`src/sv/pos_pkg.sv`:
```
// Package for the probe offset stepper: shared types, register indexes,
// mode flag positions, servo limits and the saturating arithmetic helpers.
// No dependencies.
`timescale 1ns / 1ps

package pos_pkg;

    localparam int CFG_DATA_W = 32;
    localparam int CFG_IDX_W  = 3;
    localparam int POS_W      = 32;
    localparam int CNT_W      = 24;
    localparam int FLAG_W     = 4;

    localparam logic [CFG_IDX_W-1:0] REG_STEP_X     = 3'd0;
    localparam logic [CFG_IDX_W-1:0] REG_STEP_Y     = 3'd1;
    localparam logic [CFG_IDX_W-1:0] REG_STEP_Z     = 3'd2;
    localparam logic [CFG_IDX_W-1:0] REG_TARGET_X   = 3'd3;
    localparam logic [CFG_IDX_W-1:0] REG_TARGET_Y   = 3'd4;
    localparam logic [CFG_IDX_W-1:0] REG_STEP_COUNT = 3'd5;

    localparam int FLAG_OFFSET = 0;
    localparam int FLAG_DRIFT  = 1;
    localparam int FLAG_ZMOVE  = 2;
    localparam int FLAG_ZAUTO  = 3;

    localparam logic signed [POS_W-1:0] SAFE_LIMIT_Z = -32'sd983040000;
    localparam logic signed [POS_W-1:0] OK_LOWER_Z   = 32'sd163840000;
    localparam logic signed [POS_W-1:0] OK_UPPER_Z   = 32'sd327680000;
    localparam logic signed [POS_W-1:0] S32_MAX      = 32'sh7FFF_FFFF;
    localparam logic signed [POS_W-1:0] S32_MIN      = 32'sh8000_0000;

    typedef struct packed {
        logic signed [POS_W-1:0] step_x;
        logic signed [POS_W-1:0] step_y;
        logic signed [POS_W-1:0] step_z;
        logic signed [POS_W-1:0] target_x;
        logic signed [POS_W-1:0] target_y;
        logic [CNT_W-1:0]        step_count;
    } t_cfg;

    typedef struct packed {
        logic signed [POS_W-1:0] pos_x;
        logic signed [POS_W-1:0] pos_y;
        logic signed [POS_W-1:0] pos_z;
        logic signed [POS_W-1:0] step_z_now;
        logic [FLAG_W-1:0]       flags;
        logic [CNT_W-1:0]        steps_left;
        logic [CNT_W-1:0]        wait_left;
    } t_state;

    function automatic logic signed [POS_W-1:0] sat_add(
        input logic signed [POS_W-1:0] a,
        input logic signed [POS_W-1:0] b
    );
        logic signed [POS_W:0] s;
        s = {a[POS_W-1], a} + {b[POS_W-1], b};
        if (s[POS_W] != s[POS_W-1]) begin
            return s[POS_W] ? S32_MIN : S32_MAX;
        end
        return s[POS_W-1:0];
    endfunction

    function automatic logic signed [POS_W-1:0] sat_neg(
        input logic signed [POS_W-1:0] a
    );
        if (a == S32_MIN) begin
            return S32_MAX;
        end
        return -a;
    endfunction

endpackage

```
`src/sv/pos_cfg_regs.sv`:
```
// Configuration register file of the probe offset stepper.
// Depends on pos_pkg for the register indexes and the t_cfg type.
`timescale 1ns / 1ps

module pos_cfg_regs
    import pos_pkg::*;
(
    input  logic                  i_clk,
    input  logic                  i_rst_n,
    input  logic                  i_cfg_we,
    input  logic [CFG_IDX_W-1:0]  i_cfg_idx,
    input  logic [CFG_DATA_W-1:0] i_cfg_wdata,
    output t_cfg                  o_cfg
);

    t_cfg r_cfg;

    always_ff @(posedge i_clk) begin
        if (!i_rst_n) begin
            r_cfg <= '0;
        end else if (i_cfg_we) begin
            unique case (i_cfg_idx)
                REG_STEP_X:     r_cfg.step_x     <= i_cfg_wdata;
                REG_STEP_Y:     r_cfg.step_y     <= i_cfg_wdata;
                REG_STEP_Z:     r_cfg.step_z     <= i_cfg_wdata;
                REG_TARGET_X:   r_cfg.target_x   <= i_cfg_wdata;
                REG_TARGET_Y:   r_cfg.target_y   <= i_cfg_wdata;
                REG_STEP_COUNT: r_cfg.step_count <= i_cfg_wdata[CNT_W-1:0];
                default:        r_cfg            <= r_cfg;
            endcase
        end
    end

    assign o_cfg = r_cfg;

endmodule

```
`src/sv/pos_tick.sv`:
```
// Next-state logic of the probe offset stepper: start loading and one tick
// of the offset, drift, Z move and Z auto-adjust modes.
// Depends on pos_pkg for types, limits and saturating helpers.
`timescale 1ns / 1ps

module pos_tick
    import pos_pkg::*;
(
    input  t_state                  i_state,
    input  t_cfg                    i_cfg,
    input  logic                    i_mode,
    input  logic [FLAG_W-1:0]       i_flags,
    input  logic signed [POS_W-1:0] i_ctl,
    output t_state                  o_state
);

    always_comb begin
        t_state s;
        s = i_state;
        if (i_mode) begin
            s.flags      = i_flags;
            s.steps_left = i_cfg.step_count;
            s.step_z_now = i_cfg.step_z;
        end else begin
            if (s.flags[FLAG_OFFSET]) begin
                if (s.steps_left != '0) begin
                    s.pos_x      = sat_add(s.pos_x, i_cfg.step_x);
                    s.pos_y      = sat_add(s.pos_y, i_cfg.step_y);
                    s.steps_left = s.steps_left - 1'b1;
                end else begin
                    s.flags = '0;
                    s.pos_x = i_cfg.target_x;
                    s.pos_y = i_cfg.target_y;
                end
            end else if (s.flags[FLAG_DRIFT]) begin
                if (s.wait_left != '0) begin
                    s.wait_left = s.wait_left - 1'b1;
                end else begin
                    s.wait_left = s.steps_left;
                    s.pos_x     = sat_add(s.pos_x, i_cfg.step_x);
                    s.pos_y     = sat_add(s.pos_y, i_cfg.step_y);
                    s.pos_z     = sat_add(s.pos_z, s.step_z_now);
                end
            end

            if (s.flags[FLAG_ZMOVE]) begin
                if (s.steps_left != '0) begin
                    if ($signed(s.step_z_now) > 0 && i_ctl < SAFE_LIMIT_Z) begin
                        s.step_z_now        = '0;
                        s.flags[FLAG_ZMOVE] = 1'b0;
                    end else begin
                        s.pos_z = sat_add(s.pos_z, s.step_z_now);
                    end
                    s.steps_left = s.steps_left - 1'b1;
                end else begin
                    s.step_z_now        = '0;
                    s.flags[FLAG_ZMOVE] = 1'b0;
                end
            end else if (s.flags[FLAG_ZAUTO]) begin
                if (s.steps_left != '0) begin
                    // point the step away from or towards the surface
                    if (i_ctl > OK_LOWER_Z) begin
                        if ($signed(s.step_z_now) <= 0) begin
                            s.step_z_now = sat_neg(s.step_z_now);
                        end
                    end else if ($signed(s.step_z_now) > 0) begin
                        s.step_z_now = -s.step_z_now;
                    end
                    if (i_ctl < OK_UPPER_Z && i_ctl > 0) begin
                        s.step_z_now        = '0;
                        s.flags[FLAG_ZAUTO] = 1'b0;
                    end else begin
                        s.pos_z = sat_add(s.pos_z, s.step_z_now);
                    end
                    s.steps_left = s.steps_left - 1'b1;
                end else begin
                    s.step_z_now        = '0;
                    s.flags[FLAG_ZAUTO] = 1'b0;
                end
            end
        end
        o_state = s;
    end

endmodule

```
`src/sv/probe_offset_stepper.sv`:
```
// Probe offset stepper top level: input register, next-state logic and the
// state register that doubles as the result register.
// Depends on pos_pkg, pos_cfg_regs and pos_tick.
// An accepted item passes the input register, then the state register.
// Throughput: one item per cycle unless the output stalls; the tick logic,
// two saturating adds and a negation on Z, sits between those registers.
// Reset (synchronous, active low) clears position, counters, flags and config.
`timescale 1ns / 1ps

module probe_offset_stepper
    import pos_pkg::*;
(
    input  logic                    i_clk,
    input  logic                    i_rst_n,
    input  logic                    i_cfg_we,
    input  logic [CFG_IDX_W-1:0]    i_cfg_idx,
    input  logic [CFG_DATA_W-1:0]   i_cfg_wdata,
    input  logic                    i_in_valid,
    output logic                    o_in_stall,
    input  logic                    i_mode,
    input  logic [FLAG_W-1:0]       i_start_flags,
    input  logic signed [POS_W-1:0] i_z_control,
    output logic                    o_out_valid,
    input  logic                    i_out_stall,
    output logic signed [POS_W-1:0] o_pos_x,
    output logic signed [POS_W-1:0] o_pos_y,
    output logic signed [POS_W-1:0] o_pos_z,
    output logic [FLAG_W-1:0]       o_active_flags
);

    t_cfg                    cfg;
    t_state                  r_state;
    t_state                  n_state;
    logic                    r_in_valid;
    logic                    r_in_mode;
    logic [FLAG_W-1:0]       r_in_flags;
    logic signed [POS_W-1:0] r_in_ctl;
    logic                    r_out_valid;
    logic                    advance;
    logic                    in_acc;

    pos_cfg_regs u_cfg (
        .i_clk       (i_clk),
        .i_rst_n     (i_rst_n),
        .i_cfg_we    (i_cfg_we),
        .i_cfg_idx   (i_cfg_idx),
        .i_cfg_wdata (i_cfg_wdata),
        .o_cfg       (cfg)
    );

    pos_tick u_tick (
        .i_state (r_state),
        .i_cfg   (cfg),
        .i_mode  (r_in_mode),
        .i_flags (r_in_flags),
        .i_ctl   (r_in_ctl),
        .o_state (n_state)
    );

    assign advance    = r_in_valid && (!r_out_valid || !i_out_stall);
    assign o_in_stall = r_in_valid && !advance;
    assign in_acc     = i_in_valid && !o_in_stall;

    always_ff @(posedge i_clk) begin
        if (!i_rst_n) begin
            r_in_valid <= 1'b0;
        end else if (in_acc) begin
            r_in_valid <= 1'b1;
        end else if (advance) begin
            r_in_valid <= 1'b0;
        end
    end

    always_ff @(posedge i_clk) begin
        if (in_acc) begin
            r_in_mode  <= i_mode;
            r_in_flags <= i_start_flags;
            r_in_ctl   <= i_z_control;
        end
    end

    always_ff @(posedge i_clk) begin
        if (!i_rst_n) begin
            r_state     <= '0;
            r_out_valid <= 1'b0;
        end else if (advance) begin
            r_state     <= n_state;
            r_out_valid <= 1'b1;
        end else if (!i_out_stall) begin
            r_out_valid <= 1'b0;
        end
    end

    assign o_out_valid    = r_out_valid;
    assign o_pos_x        = r_state.pos_x;
    assign o_pos_y        = r_state.pos_y;
    assign o_pos_z        = r_state.pos_z;
    assign o_active_flags = r_state.flags;

endmodule

```
`config.mk`:
```
export PLATFORM = sky130hd
export DESIGN_NAME = probe_offset_stepper
export DESIGN_NICKNAME = d
export VERILOG_FILES = /design/src/sv/pos_pkg.sv /design/src/sv/pos_cfg_regs.sv /design/src/sv/pos_tick.sv /design/src/sv/probe_offset_stepper.sv
export SDC_FILE = /design/constraint.sdc
export NUM_CORES = 2
export LEC_CHECK = 0
export ABC_AREA = 1
export BUFFER_PORTS_ARGS = -buffer_cell sky130_fd_sc_hd__buf_2
export CORE_ASPECT_RATIO = 1.75
export CORE_MARGIN = 2
export CORE_UTILIZATION = 45
export CTS_BUF_LIST = sky130_fd_sc_hd__clkbuf_8
export CTS_CLUSTER_SIZE = 14
export DETAILED_ROUTE_END_ITERATION = 6
export PLACE_DENSITY = 0.65
export SLEW_MARGIN = 0
export SYNTH_ARGS = -nofsm -noshare
export SYNTH_HDL_FRONTEND = slang
export SYNTH_SLANG_ARGS = --single-unit
```
`constraint.sdc`:
```
create_clock -name i_clk -period 6.35 [get_ports i_clk]
set_clock_uncertainty 0.15 [all_clocks]
set_input_delay 0.3175 -clock i_clk [delete_from_list [all_inputs] [get_ports i_clk]]
set_output_delay 0.3175 -clock i_clk [all_outputs]
set_load 0.01 [all_outputs]
```
==> reports/qor.yml <==
outcome:
  status: "finished, violations left"
  violations: "design-rule violations"
timing:
  worstMarginPinSlew_ns: 1.15
  maxSlewViolCount: 0
  fin_crit_sh_pct: 93.4
  setup_viol: 0
  finalCriticalPeriod_ns: 5.93
  maxSlewHeadroom_pct: 22.9
  finalHoldViolCount: 0
  hold_slack_ns: 0.137
  grt_setup_unrepaired: "no"
  setup_slack_ns: 0.418
  fmax_mhz: 169
  finalSetupTns_ns: 0
hold_path:
  min_path_type: "in -> reg"
  min_from: "i_cfg_idx[2]"
logic_synthesis:
  synth_top_area_share_pct: 23.3
  synth_seq_area_share_pct: 26.8
  syn_area_um2: 31500
  ys_seq_elements: 403
  synth_ff_type: "dfxtp_1"
  synth.most_common_cell: "nand2_1"
  synth-edff-count: 37
  yosysUniqueCellTypes: 56
  async_flop_share_pct: 0
  syn_avg_cell_area_um2: 6.30
  synth_common_cells: "nand2_1, nor2_1, a21oi_1"
  yosysWarnings: 0
  synth_cells: 5005
  yosys.area.top_type: "dfxtp_1"
  synth_nets: 5255
  ys_top_cells_by_area: "dfxtp_1, nand2_1, a21oi_1, nor2_1, o21ai_0"
die:
  die_x_um: 204
  coreArea_um2: 69500
  io_pins: 179
  die_h_um: 354
  rows: 128
  die_area_um2: 72200
  start_util_pct: 45.3
cells_and_area:
  drive_gt1_share_pct: 9.65
  fin_cells: 6095
  fin_nets: 5381
  multi_input_area_um2: 19600
  design_area_um2: 35100
  fill_cells: 7372
  postLayoutCoreUtil_pct: 50.6
  syn_to_final_growth_pct: 11.5
  seq_area_um2: 8440
global_route:
  overflow: 0
  first_global_vias: 33200
  antenna_found_initial: 1
  grt_usage_pct: 33.3
  grt_pass1_wl_um: 186000
  grt_max_degree: 99
place:
  dp_cells: 5898
  dp.final_hpwl_um: 92000
  placed_cell_area_um2: 32800
  numPortBuffers: 178
  dp_slack_ns: 0.410
  globalplace.congestion: 1.05
critical_path:
  critical_path_class: "reg -> reg"
  startpoint: "o_pos_z[0]$_SDFFE_PN0P_"
  worstReg2RegStart: "o_pos_z[0]$_SDFFE_PN0P_"
  cp.required_ns: 6.82
  worstPathMaxFanout: 26
  arrival_ns: 6.40
  cp_slowest_cell: "fa_1"
  cp_top_family: "simple AND/OR/NAND/NOR gates"
  path_buf_inv: 6
  cp-start-kind: "register"
  end_kind: "register"
  critPathMaxStageDelay_ns: 0.40
  path_common_cell: "nand2_1"
pwr:
  combPwrFrac_pct: 31.4
  p_leak_nw: 17.1
  p_total_mw: 7.96
  switchingPower_mw: 2.99
  clock_power_share_pct: 34.0
  intPower_mw: 4.96
  p_seq_share_pct: 34.6
  switching_share_pct: 37.6
  irDropWorstVdd_uv: 177
  p_per_area_nw_per_um2: 226
route:
  route.detailed.drc: 7
  avgViaCountPerCell: 5.55
  dr.pass1.iters: 7
  drt-total-wl_um: 122000
  wire_per_inst_um: 20.0
  via_count: 33800
  ant_nets: 0
  drtIter0Drc: 2400
clock_tree:
  clkSlewWorstSetupHoldPaths_ns: 0.07
  cts_tree: "built"
  clock_latency_ns: 0.74
  clkSinkCount: 403
  cts.path.max_buffers: 3
  htreeDepth: 3
  numCtsBuffers: 67
  cts_root_buf: "clkbuf_8"
job:
  max-cap-violations: 0
==> registers in the layout, summed over array words and instances, names as in the netlist <==
name            flops
r_in_flags          4
r_state            80
r_in_mode           1
r_in_valid          1
o_active_flags      4
o_pos_y            32
u_cfg.o_cfg       184
r_in_ctl           32
o_out_valid         1
o_pos_z            32
o_pos_x            32
==> layer usage <==
metal	part of all wire (%)	routed length (um)	global-route usage (%)	up-vias
met5	0	0	0	-
met4	8.1	9840	24.4	0
met2	50	61100	60.0	1092
li1	-	-	-	16800
met3	4.7	5730	4.23	372
met1	37	45500	35.2	15600
==> placed cells by master, fill, tap and decap left out, types with 26 or more instances in the layout <==
cell / count
a21oi_1: 580
buf_2: 177
buf_4: 113
clkbuf_8: 87
dfxtp_1: 365
dlygate4sd3_1: 74
edfxtp_1: 37
ha_1: 168
inv_1: 492
nand2_1: 971
nand3_1: 365
nand4_1: 47
nor2_1: 667
nor3_1: 54
o211ai_1: 26
o21ai_0: 456
o21ai_1: 62
xnor2_1: 65
xor2_1: 91
==> tightest hold or removal path, stage by stage <==
cell and delay, ns:
buf_2 0.10, nand2_1 0.07, nor2_1 0.05, buf_4 0.21
o21ai_0 0.17, nor2_1 0.05
==> layout make-up <==
cell class	instances	area share, %
multi-input cells	3795	55.8
clock inverters	35	0.972
diodes	1	0.00712
flip-flops and latches	403	24.0
inverters	495	5.29
well taps	910	3.24
clock buffers	87	3.41
repair buffers	369	7.30
==> cell families after synthesis <==
| kind of cell | synth area share, % |
|---|---|
| buf+inv | 11.2 |
| xor+xnor | 4.34 |
| compound gates | 20.9 |
| flops | 26.8 |
| fa+ha+maj | 6.99 |
| simple gates | 29.8 |
==> power groups by stage <==
stage / clock network, mW / logic [mW] / registers, mW
after global placement: 0 / 2.41 / 2.80
after floorplan: 0 / 1.69 / 2.78
after global routing: 2.85 / 2.74 / 2.76
after detailed placement: 0 / 2.41 / 2.81
after CTS: 2.75 / 2.46 / 2.75
final: 2.70 / 2.50 / 2.75
==> path summary, 6_finish.rpt <==
kind / end / slack [ns] / depth (start not counted)
hold reg to reg: u_cfg.o_cfg[72]$_SDFFE_PN0P_ / 0.29 / 2
setup reg to reg: o_pos_z[6]$_SDFFE_PN0P_ / 0.42 / 35
setup / recovery: o_pos_z[6]$_SDFFE_PN0P_ / 0.42 / 35
hold / removal: u_cfg.o_cfg[0]$_SDFFE_PN0P_ / 0.14 / 6
==> what timing repair did <==
action / 4_1_cts / 5_1_grt
buffers inserted: 0 / 0
hold buffers: 74 / 0
resized for setup: 0 / 5
setup endpoints to repair: 0 / 31
hold endpoints to repair: 252 / 0
No activity file was read; power rests on OpenSTA's default activity.
